`src/hdl/hrbt_pkg.sv`:
```
package hrbt_pkg;

   localparam logic [7:0] CH_CR    = 8'h0d;
   localparam logic [7:0] CH_LF    = 8'h0a;
   localparam logic [7:0] CH_SPACE = 8'h20;
   localparam logic [7:0] CH_COLON = 8'h3a;
   localparam logic [7:0] CH_QMARK = 8'h3f;

   localparam logic [3:0] TAG_METHOD  = 4'd0;
   localparam logic [3:0] TAG_PATH    = 4'd1;
   localparam logic [3:0] TAG_QUERY   = 4'd2;
   localparam logic [3:0] TAG_VERSION = 4'd3;
   localparam logic [3:0] TAG_HNAME   = 4'd4;
   localparam logic [3:0] TAG_HVALUE  = 4'd5;
   localparam logic [3:0] TAG_BODY    = 4'd6;
   localparam logic [3:0] TAG_SEP     = 4'd7;
   localparam logic [3:0] TAG_DISCARD = 4'd8;

   localparam logic [2:0] LS_NONE        = 3'd0;
   localparam logic [2:0] LS_REQ_OK      = 3'd1;
   localparam logic [2:0] LS_HDR_KEPT    = 3'd2;
   localparam logic [2:0] LS_HDR_DROPPED = 3'd3;
   localparam logic [2:0] LS_REQ_BAD     = 3'd4;
   localparam logic [2:0] LS_NO_EOL      = 3'd5;

   typedef enum logic [3:0] {
      PH_METHOD  = 4'd0,
      PH_PATH    = 4'd1,
      PH_QUERY   = 4'd2,
      PH_VERSION = 4'd3,
      PH_HNAME   = 4'd4,
      PH_HVALUE  = 4'd5,
      PH_BODY    = 4'd6,
      PH_HSKIP   = 4'd7,
      PH_DEAD    = 4'd8,
      PH_RLF     = 4'd9,
      PH_HLF     = 4'd10,
      PH_BLF     = 4'd11
   } phase_type;

   typedef struct packed {
      phase_type  phase;
      logic       line_has_colon;
      logic       line_empty;
      logic [4:0] header_count;
      logic       failed;
   } core_type;

   localparam core_type CORE_RESET = '{
      phase:          PH_METHOD,
      line_has_colon: 1'b0,
      line_empty:     1'b1,
      header_count:   5'd0,
      failed:         1'b0
   };

   typedef struct packed {
      logic [7:0] byte_out;
      logic [3:0] field_tag;
      logic [4:0] header_number;
      logic [2:0] line_status;
      logic       last_out;
   } result_type;

   typedef struct packed {
      core_type   st;
      result_type res;
   } step_type;

   function automatic step_type classify(core_type s, logic [7:0] b, logic next_lf,
                                         logic is_final, logic [4:0] hdr_cap);
      step_type r;
      logic     crlf;
      r = '{st: s, res: '0};
      crlf = (b == CH_CR) && next_lf;
      r.res.byte_out = b;
      r.res.field_tag = TAG_DISCARD;
      r.res.header_number = s.header_count;
      r.res.line_status = LS_NONE;
      r.res.last_out = is_final;
      case (s.phase)
         PH_METHOD, PH_PATH, PH_QUERY, PH_VERSION: begin
            if (crlf) begin
               r.res.field_tag = TAG_SEP;
               if (s.phase != PH_VERSION) r.st.failed = 1'b1;
               r.st.phase = PH_RLF;
            end else if (b == CH_SPACE && s.phase != PH_VERSION) begin
               r.res.field_tag = TAG_SEP;
               r.st.phase = (s.phase == PH_METHOD) ? PH_PATH : PH_VERSION;
            end else if (s.phase == PH_PATH && b == CH_QMARK) begin
               r.res.field_tag = TAG_QUERY;
               r.st.phase = PH_QUERY;
            end else begin
               r.res.field_tag = (s.phase == PH_METHOD) ? TAG_METHOD :
                                 (s.phase == PH_PATH)   ? TAG_PATH :
                                 (s.phase == PH_QUERY)  ? TAG_QUERY : TAG_VERSION;
            end
         end
         PH_RLF: begin
            r.res.field_tag = TAG_SEP;
            r.res.line_status = s.failed ? LS_REQ_BAD : LS_REQ_OK;
            r.st.phase = s.failed ? PH_DEAD : PH_HNAME;
            r.st.line_empty = 1'b1;
            r.st.line_has_colon = 1'b0;
         end
         PH_HNAME: begin
            if (crlf) begin
               r.res.field_tag = TAG_SEP;
               r.st.phase = s.line_empty ? PH_BLF : PH_HLF;
            end else if (b == CH_COLON) begin
               r.res.field_tag = TAG_SEP;
               r.st.line_has_colon = 1'b1;
               r.st.line_empty = 1'b0;
               r.st.phase = PH_HSKIP;
            end else begin
               r.res.field_tag = TAG_HNAME;
               r.st.line_empty = 1'b0;
            end
         end
         PH_HSKIP, PH_HVALUE: begin
            if (crlf) begin
               r.res.field_tag = TAG_SEP;
               r.st.phase = PH_HLF;
            end else if (s.phase == PH_HSKIP && b == CH_SPACE) begin
               r.res.field_tag = TAG_SEP;
            end else begin
               r.res.field_tag = TAG_HVALUE;
               r.st.phase = PH_HVALUE;
            end
         end
         PH_HLF: begin
            r.res.field_tag = TAG_SEP;
            r.res.line_status = s.line_has_colon ? LS_HDR_KEPT : LS_HDR_DROPPED;
            if (s.header_count < hdr_cap) r.st.header_count = s.header_count + 5'd1;
            r.st.line_has_colon = 1'b0;
            r.st.line_empty = 1'b1;
            r.st.phase = PH_HNAME;
         end
         PH_BLF: begin
            r.res.field_tag = TAG_SEP;
            r.st.phase = PH_BODY;
         end
         PH_BODY: begin
            r.res.field_tag = TAG_BODY;
         end
         default: begin
            r.res.field_tag = TAG_DISCARD;
         end
      endcase
      if (is_final && r.res.line_status == LS_NONE &&
          (s.phase inside {PH_METHOD, PH_PATH, PH_QUERY, PH_VERSION,
                           PH_HNAME, PH_HVALUE, PH_HSKIP}))
         r.res.line_status = LS_NO_EOL;
      return r;
   endfunction

endpackage

```
`src/hdl/hrbt_req_if.sv`:
```
interface hrbt_req_if;
   logic       valid;
   logic       ready;
   logic [7:0] byte_in;
   logic       end_of_request;

   modport source (output valid, output byte_in, output end_of_request, input ready);
   modport sink (input valid, input byte_in, input end_of_request, output ready);
endinterface

```
`src/hdl/hrbt_rsp_if.sv`:
```
interface hrbt_rsp_if;
   logic       valid;
   logic       ready;
   logic [7:0] byte_out;
   logic [3:0] field_tag;
   logic [4:0] header_number;
   logic [2:0] line_status;
   logic       last_out;

   modport source (output valid, output byte_out, output field_tag, output header_number,
                   output line_status, output last_out, input ready);
   modport sink (input valid, input byte_out, input field_tag, input header_number,
                 input line_status, input last_out, output ready);
endinterface

```
`src/hdl/hrbt_result_fifo.sv`:
```
module hrbt_result_fifo (
   input  logic                   clock,
   input  logic                   reset,
   input  logic [1:0]             push_count,
   input  hrbt_pkg::result_type   push_first,
   input  hrbt_pkg::result_type   push_second,
   output logic                   has_room,
   hrbt_rsp_if.source             rsp
);

   hrbt_pkg::result_type entry_ff [4];
   logic [1:0] wr_ptr_ff, wr_ptr_in;
   logic [1:0] rd_ptr_ff, rd_ptr_in;
   logic [2:0] count_ff, count_in;
   logic       pop;
   hrbt_pkg::result_type head;

   assign has_room = (count_ff <= 3'd2);
   assign pop      = rsp.valid && rsp.ready;
   assign head     = entry_ff[rd_ptr_ff];

   assign rsp.valid         = (count_ff != 3'd0);
   assign rsp.byte_out      = head.byte_out;
   assign rsp.field_tag     = head.field_tag;
   assign rsp.header_number = head.header_number;
   assign rsp.line_status   = head.line_status;
   assign rsp.last_out      = head.last_out;

   always_comb begin
      wr_ptr_in = wr_ptr_ff + push_count;
      rd_ptr_in = rd_ptr_ff + {1'b0, pop};
      count_in  = count_ff + {1'b0, push_count} - {2'b00, pop};
   end

   always_ff @(posedge clock) begin
      if (reset) begin
         wr_ptr_ff <= '0;
         rd_ptr_ff <= '0;
         count_ff  <= '0;
      end else begin
         wr_ptr_ff <= wr_ptr_in;
         rd_ptr_ff <= rd_ptr_in;
         count_ff  <= count_in;
      end
   end

   always_ff @(posedge clock) begin
      if (push_count != 2'd0) entry_ff[wr_ptr_ff] <= push_first;
      if (push_count == 2'd2) entry_ff[wr_ptr_ff + 2'd1] <= push_second;
   end

   a_count_bound: assert property (@(posedge clock) disable iff (reset)
      count_ff <= 3'd4) else $error("result fifo overfilled");

   a_push_room: assert property (@(posedge clock) disable iff (reset)
      push_count != 2'd0 |-> count_ff <= 3'd2) else $error("push without room");

   a_push_max: assert property (@(posedge clock) disable iff (reset)
      push_count != 2'd3) else $error("more than two results in one beat");

   a_pop_only: assert property (@(posedge clock) disable iff (reset)
      pop && push_count == 2'd0 |=> count_ff == $past(count_ff) - 3'd1)
      else $error("pop did not drain one entry");

endmodule

```
`src/hdl/http_request_byte_tagger.sv`:
```
// HTTP request byte tagger.
// req: one request byte per beat (byte_in, end_of_request on the final byte).
// rsp: one tagged byte per beat (byte_out, field_tag, header_number,
//      line_status, last_out).
// A byte is held until the next beat arrives so a CR can be paired with a
// following LF; its result is queued at that next beat. The final beat of a
// request queues the held byte's result, if a byte is held, then the final
// byte's, and the tagger starts the next request from the method phase.
// A result is queued when the following byte (or the final byte itself) is
// accepted; the queue is registered, so the result reaches rsp in the cycle
// after at the earliest. Throughput: one byte per cycle while the queue has
// room; a request of N bytes yields N rsp beats. The four-entry result
// queue takes a beat only while it holds at most two results, so a stalled
// receiver holds off req after the queue fills; nothing is dropped.
// Reset (synchronous) empties the queue and returns the parser to the start
// of a request with no held byte.
module http_request_byte_tagger #(
   parameter int MAX_HEADERS = 32
) (
   input logic        clock,
   input logic        reset,
   hrbt_req_if.sink   req,
   hrbt_rsp_if.source rsp
);

   localparam int HdrCapInt = (MAX_HEADERS - 1 < 31) ? MAX_HEADERS - 1 : 31;
   localparam logic [4:0] HdrCap = 5'(HdrCapInt);

   hrbt_pkg::core_type   core_ff, core_in;
   logic [7:0]           held_byte_ff, held_byte_in;
   logic                 held_valid_ff, held_valid_in;
   hrbt_pkg::step_type   held_step, final_step;
   hrbt_pkg::core_type   final_base;
   hrbt_pkg::result_type push_first;
   logic [1:0]           push_count;
   logic                 has_room;
   logic                 accept;

   assign req.ready = has_room;
   assign accept    = req.valid && req.ready;

   always_comb begin
      held_step  = hrbt_pkg::classify(core_ff, held_byte_ff, req.byte_in == hrbt_pkg::CH_LF,
                                      1'b0, HdrCap);
      final_base = held_valid_ff ? held_step.st : core_ff;
      final_step = hrbt_pkg::classify(final_base, req.byte_in, 1'b0, 1'b1, HdrCap);
      push_first = held_valid_ff ? held_step.res : final_step.res;
      push_count = accept ? ({1'b0, held_valid_ff} + {1'b0, req.end_of_request}) : 2'd0;
   end

   always_comb begin
      core_in       = core_ff;
      held_byte_in  = held_byte_ff;
      held_valid_in = held_valid_ff;
      if (accept) begin
         if (req.end_of_request) begin
            core_in       = hrbt_pkg::CORE_RESET;
            held_byte_in  = 8'd0;
            held_valid_in = 1'b0;
         end else begin
            core_in       = final_base;
            held_byte_in  = req.byte_in;
            held_valid_in = 1'b1;
         end
      end
   end

   always_ff @(posedge clock) begin
      if (reset) begin
         core_ff       <= hrbt_pkg::CORE_RESET;
         held_byte_ff  <= 8'd0;
         held_valid_ff <= 1'b0;
      end else begin
         core_ff       <= core_in;
         held_byte_ff  <= held_byte_in;
         held_valid_ff <= held_valid_in;
      end
   end

   hrbt_result_fifo u_fifo (
      .clock       (clock),
      .reset       (reset),
      .push_count  (push_count),
      .push_first  (push_first),
      .push_second (final_step.res),
      .has_room    (has_room),
      .rsp         (rsp)
   );

   a_eor_clears: assert property (@(posedge clock) disable iff (reset)
      accept && req.end_of_request |=> !held_valid_ff && core_ff == hrbt_pkg::CORE_RESET)
      else $error("state not cleared after final byte");

   a_hold: assert property (@(posedge clock) disable iff (reset)
      accept && !req.end_of_request |=> held_valid_ff && held_byte_ff == $past(req.byte_in))
      else $error("byte not held");

   a_hdr_cap: assert property (@(posedge clock) disable iff (reset)
      core_ff.header_count <= HdrCap) else $error("header count past cap");

endmodule

```
`src/flat_wrapper.sv`:
```
// flat-port wrapper written by rule: the top's interface ports become plain ports
module http_request_byte_tagger_flat 
#(
   parameter int MAX_HEADERS = 32
)
  (clock, reset, req_valid, req_byte_in, req_end_of_request, req_ready, rsp_valid, rsp_byte_out, rsp_field_tag, rsp_header_number, rsp_line_status, rsp_last_out, rsp_ready);
  hrbt_req_if req_i ();
  hrbt_rsp_if rsp_i ();
  input logic clock;
  input logic reset;
  input wire logic [$bits(req_i.valid)-1:0] req_valid;
  input wire logic [$bits(req_i.byte_in)-1:0] req_byte_in;
  input wire logic [$bits(req_i.end_of_request)-1:0] req_end_of_request;
  output wire logic [$bits(req_i.ready)-1:0] req_ready;
  output wire logic [$bits(rsp_i.valid)-1:0] rsp_valid;
  output wire logic [$bits(rsp_i.byte_out)-1:0] rsp_byte_out;
  output wire logic [$bits(rsp_i.field_tag)-1:0] rsp_field_tag;
  output wire logic [$bits(rsp_i.header_number)-1:0] rsp_header_number;
  output wire logic [$bits(rsp_i.line_status)-1:0] rsp_line_status;
  output wire logic [$bits(rsp_i.last_out)-1:0] rsp_last_out;
  input wire logic [$bits(rsp_i.ready)-1:0] rsp_ready;
  assign req_i.valid = req_valid;
  assign req_i.byte_in = req_byte_in;
  assign req_i.end_of_request = req_end_of_request;
  assign req_ready = req_i.ready;
  assign rsp_valid = rsp_i.valid;
  assign rsp_byte_out = rsp_i.byte_out;
  assign rsp_field_tag = rsp_i.field_tag;
  assign rsp_header_number = rsp_i.header_number;
  assign rsp_line_status = rsp_i.line_status;
  assign rsp_last_out = rsp_i.last_out;
  assign rsp_i.ready = rsp_ready;
  http_request_byte_tagger #(.MAX_HEADERS(MAX_HEADERS)) u_core (.clock(clock), .reset(reset), .req(req_i), .rsp(rsp_i));
endmodule
```
`config.mk`:
```
export PLATFORM = sky130hd
export DESIGN_NAME = http_request_byte_tagger_flat
export DESIGN_NICKNAME = d
export VERILOG_FILES = /design/src/hdl/hrbt_pkg.sv /design/src/hdl/hrbt_req_if.sv /design/src/hdl/hrbt_rsp_if.sv /design/src/hdl/hrbt_result_fifo.sv /design/src/hdl/http_request_byte_tagger.sv /design/src/flat_wrapper.sv
export SDC_FILE = /design/constraint.sdc
export NUM_CORES = 1
export LEC_CHECK = 0
export ABC_AREA = 0
export BUFFER_PORTS_ARGS = -buffer_cell sky130_fd_sc_hd__buf_2
export CAP_MARGIN = 0
export CORE_MARGIN = 2
export CORE_UTILIZATION = 35
export CTS_CLUSTER_SIZE = 28
export DETAILED_ROUTE_END_ITERATION = 10
export HOLD_SLACK_MARGIN = 0.1
export PLACE_DENSITY = 0.61
export SYNTH_ARGS = -nofsm -noshare
export SYNTH_HDL_FRONTEND = slang
export SYNTH_HIERARCHICAL = 1
export SYNTH_SLANG_ARGS = --single-unit
```
`constraint.sdc`:
```
create_clock -name clock -period 7.1 [get_ports clock]
set_input_delay 1.42 -clock clock [delete_from_list [all_inputs] [get_ports clock]]
set_output_delay 1.42 -clock clock [all_outputs]
set_load 0.02 [all_outputs]
```
; Word level (Yosys, flattened, before mapping)
; Memory sizes are Yosys's and may differ from the RTL's. A register that Yosys moved wholly into a read port is not among the register bits.
; Cells that the tools add are included.
[classes]
add_sub_neg = 7
magnitude_cmp = 2
eq_ne = 32
muxes = 55
n_reduce_logical = 26
[op_table]
columns = operator, n
row1 = $mux 4, 18
row2 = $eq 8x6->1 const B, 6
row3 = $pmux 4 s5, 2
row4 = $eq 4x3->1 const B, 8
row5 = $eq 4x4->1 const B, 6
row6 = $mux 12, 2
row7 = $pmux 4 s6, 1
row8 = $mux 21, 1
row9 = $eq 4x2->1 const B, 4
row10 = $eq 8x4->1 const B, 2
row11 = $mux 2, 8
row12 = $mux 5, 3
row13 = $mux 1, 13
row14 = $pmux 3 s2, 2
row15 = $logic_and 1x1->1, 10
row16 = $mux 3, 3
row17 = $eq 4x1->1 const B, 2
row18 = $logic_not 4->1, 2
row19 = $mux 8, 1
row20 = $ne 4x2->1 const B, 2
row21 = $reduce_or 4->1, 2
row22 = $reduce_bool 7->1, 1
row23 = $reduce_bool 3->1, 2
row24 = $reduce_or 2->1, 3
row25 = 16 further kinds, 18
[totals]
register_bits = 28
mem_bits_rw = 84
out_inout_bits = 23
word_cells = 133
mem_count = 1
[memory_table]
columns = name, depth, word_bits, rd, rd_clocked_by_memory_dff, write_ports, line
row1 = u_core.u_fifo.entry_ff, 4, 21, 1, 1, 2, hrbt_result_fifo.sv:11  ; hrbt_pkg::result_type entry_ff [4];

; Logic depth before layout (Yosys ltp)
[logic_depth]
word_depth = 15
mapped_depth = 11

; By module
; The synthesis kept the hierarchy.
[modules_own_cells]
columns = module, n_inst, cells_per_inst, area_per_inst_um2, seq_area_each_um2
row1 = hrbt_result_fifo, 1, 248, 4688.2, 2662.6
row2 = http_request_byte_tagger, 1, 267, 1938.1, 420.4

; Least setup slack after synthesis
; OpenSTA, ideal clock, no wires.
[synth_path]
path_kind = input to register
startpoint = input port req_end_of_request
endpoint = memory u_core/u_fifo/entry_ff[0][0] in the netlist's numbering, enable pin
setup_ns = 0.432
arrival_time_ns = 3.909
t_required_ns = 6.668
setup_slack_ns = 2.759
cell_stages = 5
n_path_buf = 0
cell_sequence = clkinv_1 > ha_1 > and3_1 > nor2_1 > o31ai_1
[synth_lines]
columns = element, line
row1 = from (decl), flat_wrapper.sv:13  ; input wire logic [$bits(req_i.end_of_request)-1:0] req_end_of_request;
row2 = to (decl), hrbt_result_fifo.sv:11

==> impl_metrics.env <==
export IMPL_end_kind="register"
export IMPL_path_clk_slew_ns=0.07
export IMPL_setup_violations=0
export IMPL_path_class="reg -> reg"
export IMPL_dpl_cell_area_sq_mm=0.00697
export IMPL_vias=4368
export IMPL_globalplace_congestion=0.929
export IMPL_yosysTopAreaCellShare_pct=38.1
export IMPL_timing_setup_tns_ns=0
export IMPL_hp_start="u_core/core_ff[6]"
export IMPL_grt_pass1_wl_microns=24100
export IMPL_synth_edf_count=84
export IMPL_fp_row_count=50
export IMPL_synth_main_ff_cell="edfxtp_1"
export IMPL_slew_headroom_pct=33.2
export IMPL_start_util_pct=35.5
export IMPL_powerDensity_mw_per_mm2=264
export IMPL_ys_warn_count=6
export IMPL_yosysTopAreaCell="edfxtp_1"
export IMPL_htree_levels=3
export IMPL_syn_area_per_cell_sq_um=12.9
export IMPL_gr_total_overflow=0
export IMPL_skew_ns=0.00914
export IMPL_routed_wl_microns=15400
export IMPL_holdBufCountCts=0
export IMPL_clockBufferDepth=2
export IMPL_hold_class="reg -> reg"
export IMPL_r2r_cells=6
export IMPL_rsz0062_at_grt="no"
export IMPL_ios=36
export IMPL_reg2reg_slack_ns=2.90
export IMPL_required_ns=7.12
export IMPL_first_pass_iters=5
export IMPL_die_h_microns=142
export IMPL_ys_ff_latch=112
export IMPL_dieWidth_microns=142
export IMPL_fin_area_sq_mm=0.00729
export IMPL_areaGrowthSynthToFinish_pct=10.1
export IMPL_via_per_inst=5.64
export IMPL_gr_usage_all_layers_pct=15.7
export IMPL_wl_per_cell_microns=19.9
export IMPL_synthTopCellsByArea="edfxtp_1 (38%), mux2_2 (9.3%), mux2_4 (8.8%)"
export IMPL_post_cts_resized=0
export IMPL_crit_fanout=22
export IMPL_final_max_slew_viol_count=0
export IMPL_irDropWorstVdd_mv=0.119
export IMPL_cts_buffers=9
export IMPL_dp_hpwl_microns=10200
export IMPL_cap_violations=0
export IMPL_cts_root_buffer_cell="clkbuf_16"
export IMPL_min_to="u_core/core_ff[6]"
export IMPL_period_minus_slack_ns=4.20
export IMPL_r2r_end="u_core/u_fifo/entry_ff[0][13]"
export IMPL_fin_nets=556
export IMPL_dieArea_sq_mm=0.0200
export IMPL_yosysSeqAreaShare_pct=46.5
export IMPL_worstMarginPinSlew_ns=1.00
export IMPL_cts_tree="done"
export IMPL_critPathLaunchType="register"
export IMPL_drive_above_1_share_pct=35.9
export IMPL_hold_depth=2
export IMPL_drt_iter0_markers=376
export IMPL_grt_antenna_before_repair=0
export IMPL_io_buffers=35
export IMPL_cts_setup_buffers=0
export IMPL_clock_fmax_mhz=238
export IMPL_reg2reg_from="u_core/held_valid_ff"
export IMPL_first_global_vias=4257
export IMPL_diodes=0
export IMPL_fill_cells=1755
export IMPL_grt_max_degree=30
export IMPL_clk_latency_ns=0.36
export IMPL_final_util_pct=39.1
export IMPL_coreArea_sq_mm=0.0186
export IMPL_status="finished clean"
export IMPL_leakagePower_uw=0.00261
export IMPL_cts_sinks=112
export IMPL_ys_types=75
export IMPL_postRouteAntennaNets=0
export IMPL_synthArstFlopShare_pct=0
export IMPL_syn_cell_area_sq_mm=0.00663
export IMPL_whs_ns=0.513
export IMPL_worstPathArrival_ns=4.22
export IMPL_finalCritPeriodShare_pct=59.1
export IMPL_synth_cells=515
export IMPL_drcViolationCount=0
export IMPL_finalHoldViolCount=0
logic make-up after synthesis:
family / Yosys count / share of synthesized area (%)
simple gates: 138 / 11.8
mux: 120 / 26.1
flops: 112 / 46.5
compound gates: 91 / 9.54
buf+inv: 44 / 3.80
fa+ha+maj: 7 / 1.44
xor+xnor: 2 / 0.680
other cells: 1 / 0.0566
per-layer routing:
layer / global-route usage (%) / wire length [microns] / up-vias / part of all wire, %
met4: 6.63 / 408 / 0 / 2.6
met2: 24.9 / 7030 / 128 / 46
li1: - / - / 2039 / -
met3: 2.40 / 809 / 23 / 5.2
met1: 21.4 / 7160 / 2178 / 46
met5: 0 / 0 / - / 0
registers in the layout, summed over array words and instances, names as in the netlist:
| signal | count |
|---|---|
| u_core/u_fifo/rd_ptr_ff | 2 |
| u_core/core_ff | 12 |
| u_core/u_fifo/entry_ff | 84 |
| u_core/u_fifo/wr_ptr_ff | 2 |
| u_core/held_valid_ff | 1 |
| u_core/held_byte_ff | 8 |
| u_core/u_fifo/count_ff | 3 |
final cells by class:
type | instances | area (sq um) | share of cell area, %
flip-flops and latches | 112 | 3080 | 42.3
repair buffers | 43 | 235 | 3.23
multi-input cells | 362 | 3330 | 45.6
inverters | 8 | 30.0 | 0.412
clock buffers | 9 | 225 | 3.09
clock inverters | 7 | 101 | 1.39
well taps | 234 | 293 | 4.01
worst max-delay path, cell delays in order (launching register included):
cell and delay (ns):
dfxtp_1 0.98, clkinv_1 0.67, ha_1 0.46, and3_1 0.29, nand4b_2 0.85, o31ai_4 0.23, buf_4 0.35
cells in the final DEF, fill, tap and decap left out, types with 9 or more instances in the layout:
cell type	synthesis	layout
a21oi_1	23	23
and3_1	13	13
buf_2	6	35
clkbuf_16	0	9
dfxtp_1	28	28
edfxtp_1	84	84
mux2_2	55	55
mux2_4	39	39
mux4_2	21	21
nand2_1	23	23
nor2_1	41	40
nor2b_1	10	9
o21ai_0	9	9
cells in the mapped netlist, drive strengths merged, types with 7 or more instances:
library cell	instances
mux2	97
edfxtp	84
nor2	41
dfxtp	28
a21oi	25
nand2	23
buf	21
mux4	21
clkbuf	15
o21ai	15
and3	14
nor2b	10
a22oi	8
nor3	8
nand2b	7
report_power, final:
| group | switching, uW | total, uW | leakage, uW | internal [uW] |
|---|---|---|---|---|
| clock | 244 | 557 | 0.000160 | 313 |
| sequential | 43.2 | 822 | 0.00102 | 778 |
| combinational | 300 | 549 | 0.00142 | 250 |
| total | 587 | 1930 | 0.00261 | 1340 |
per-stage QoR:
stage / worst slack (ns) / total power (uW) / instances
global placement: 2.85 / 1380 / 759
CTS: 2.95 / 1950 / 775
global route: 2.68 / 2020 / 775
floorplan: 2.76 / 1240 / 518
finish: 2.90 / 1930 / 775
detailed placement: 2.79 / 1390 / 759
worst max-delay path by stage:
| stage | startpoint | to | cells past startpoint |
|---|---|---|---|
| 2_1_floorplan | req_end_of_request | u_core/u_fifo/entry_ff[0][0] | 5 |
| 3_3_place_gp | req_end_of_request | u_core/u_fifo/entry_ff[0][14] | 7 |
| 3_5_place_dp | req_end_of_request | u_core/u_fifo/entry_ff[0][19] | 7 |
| 4_1_cts | u_core/held_valid_ff | u_core/u_fifo/entry_ff[0][9] | 6 |
| 5_1_grt | u_core/held_valid_ff | u_core/u_fifo/entry_ff[0][13] | 6 |
| 6_report | u_core/held_valid_ff | u_core/u_fifo/entry_ff[0][13] | 6 |
(Power assumes the default switching activity.)
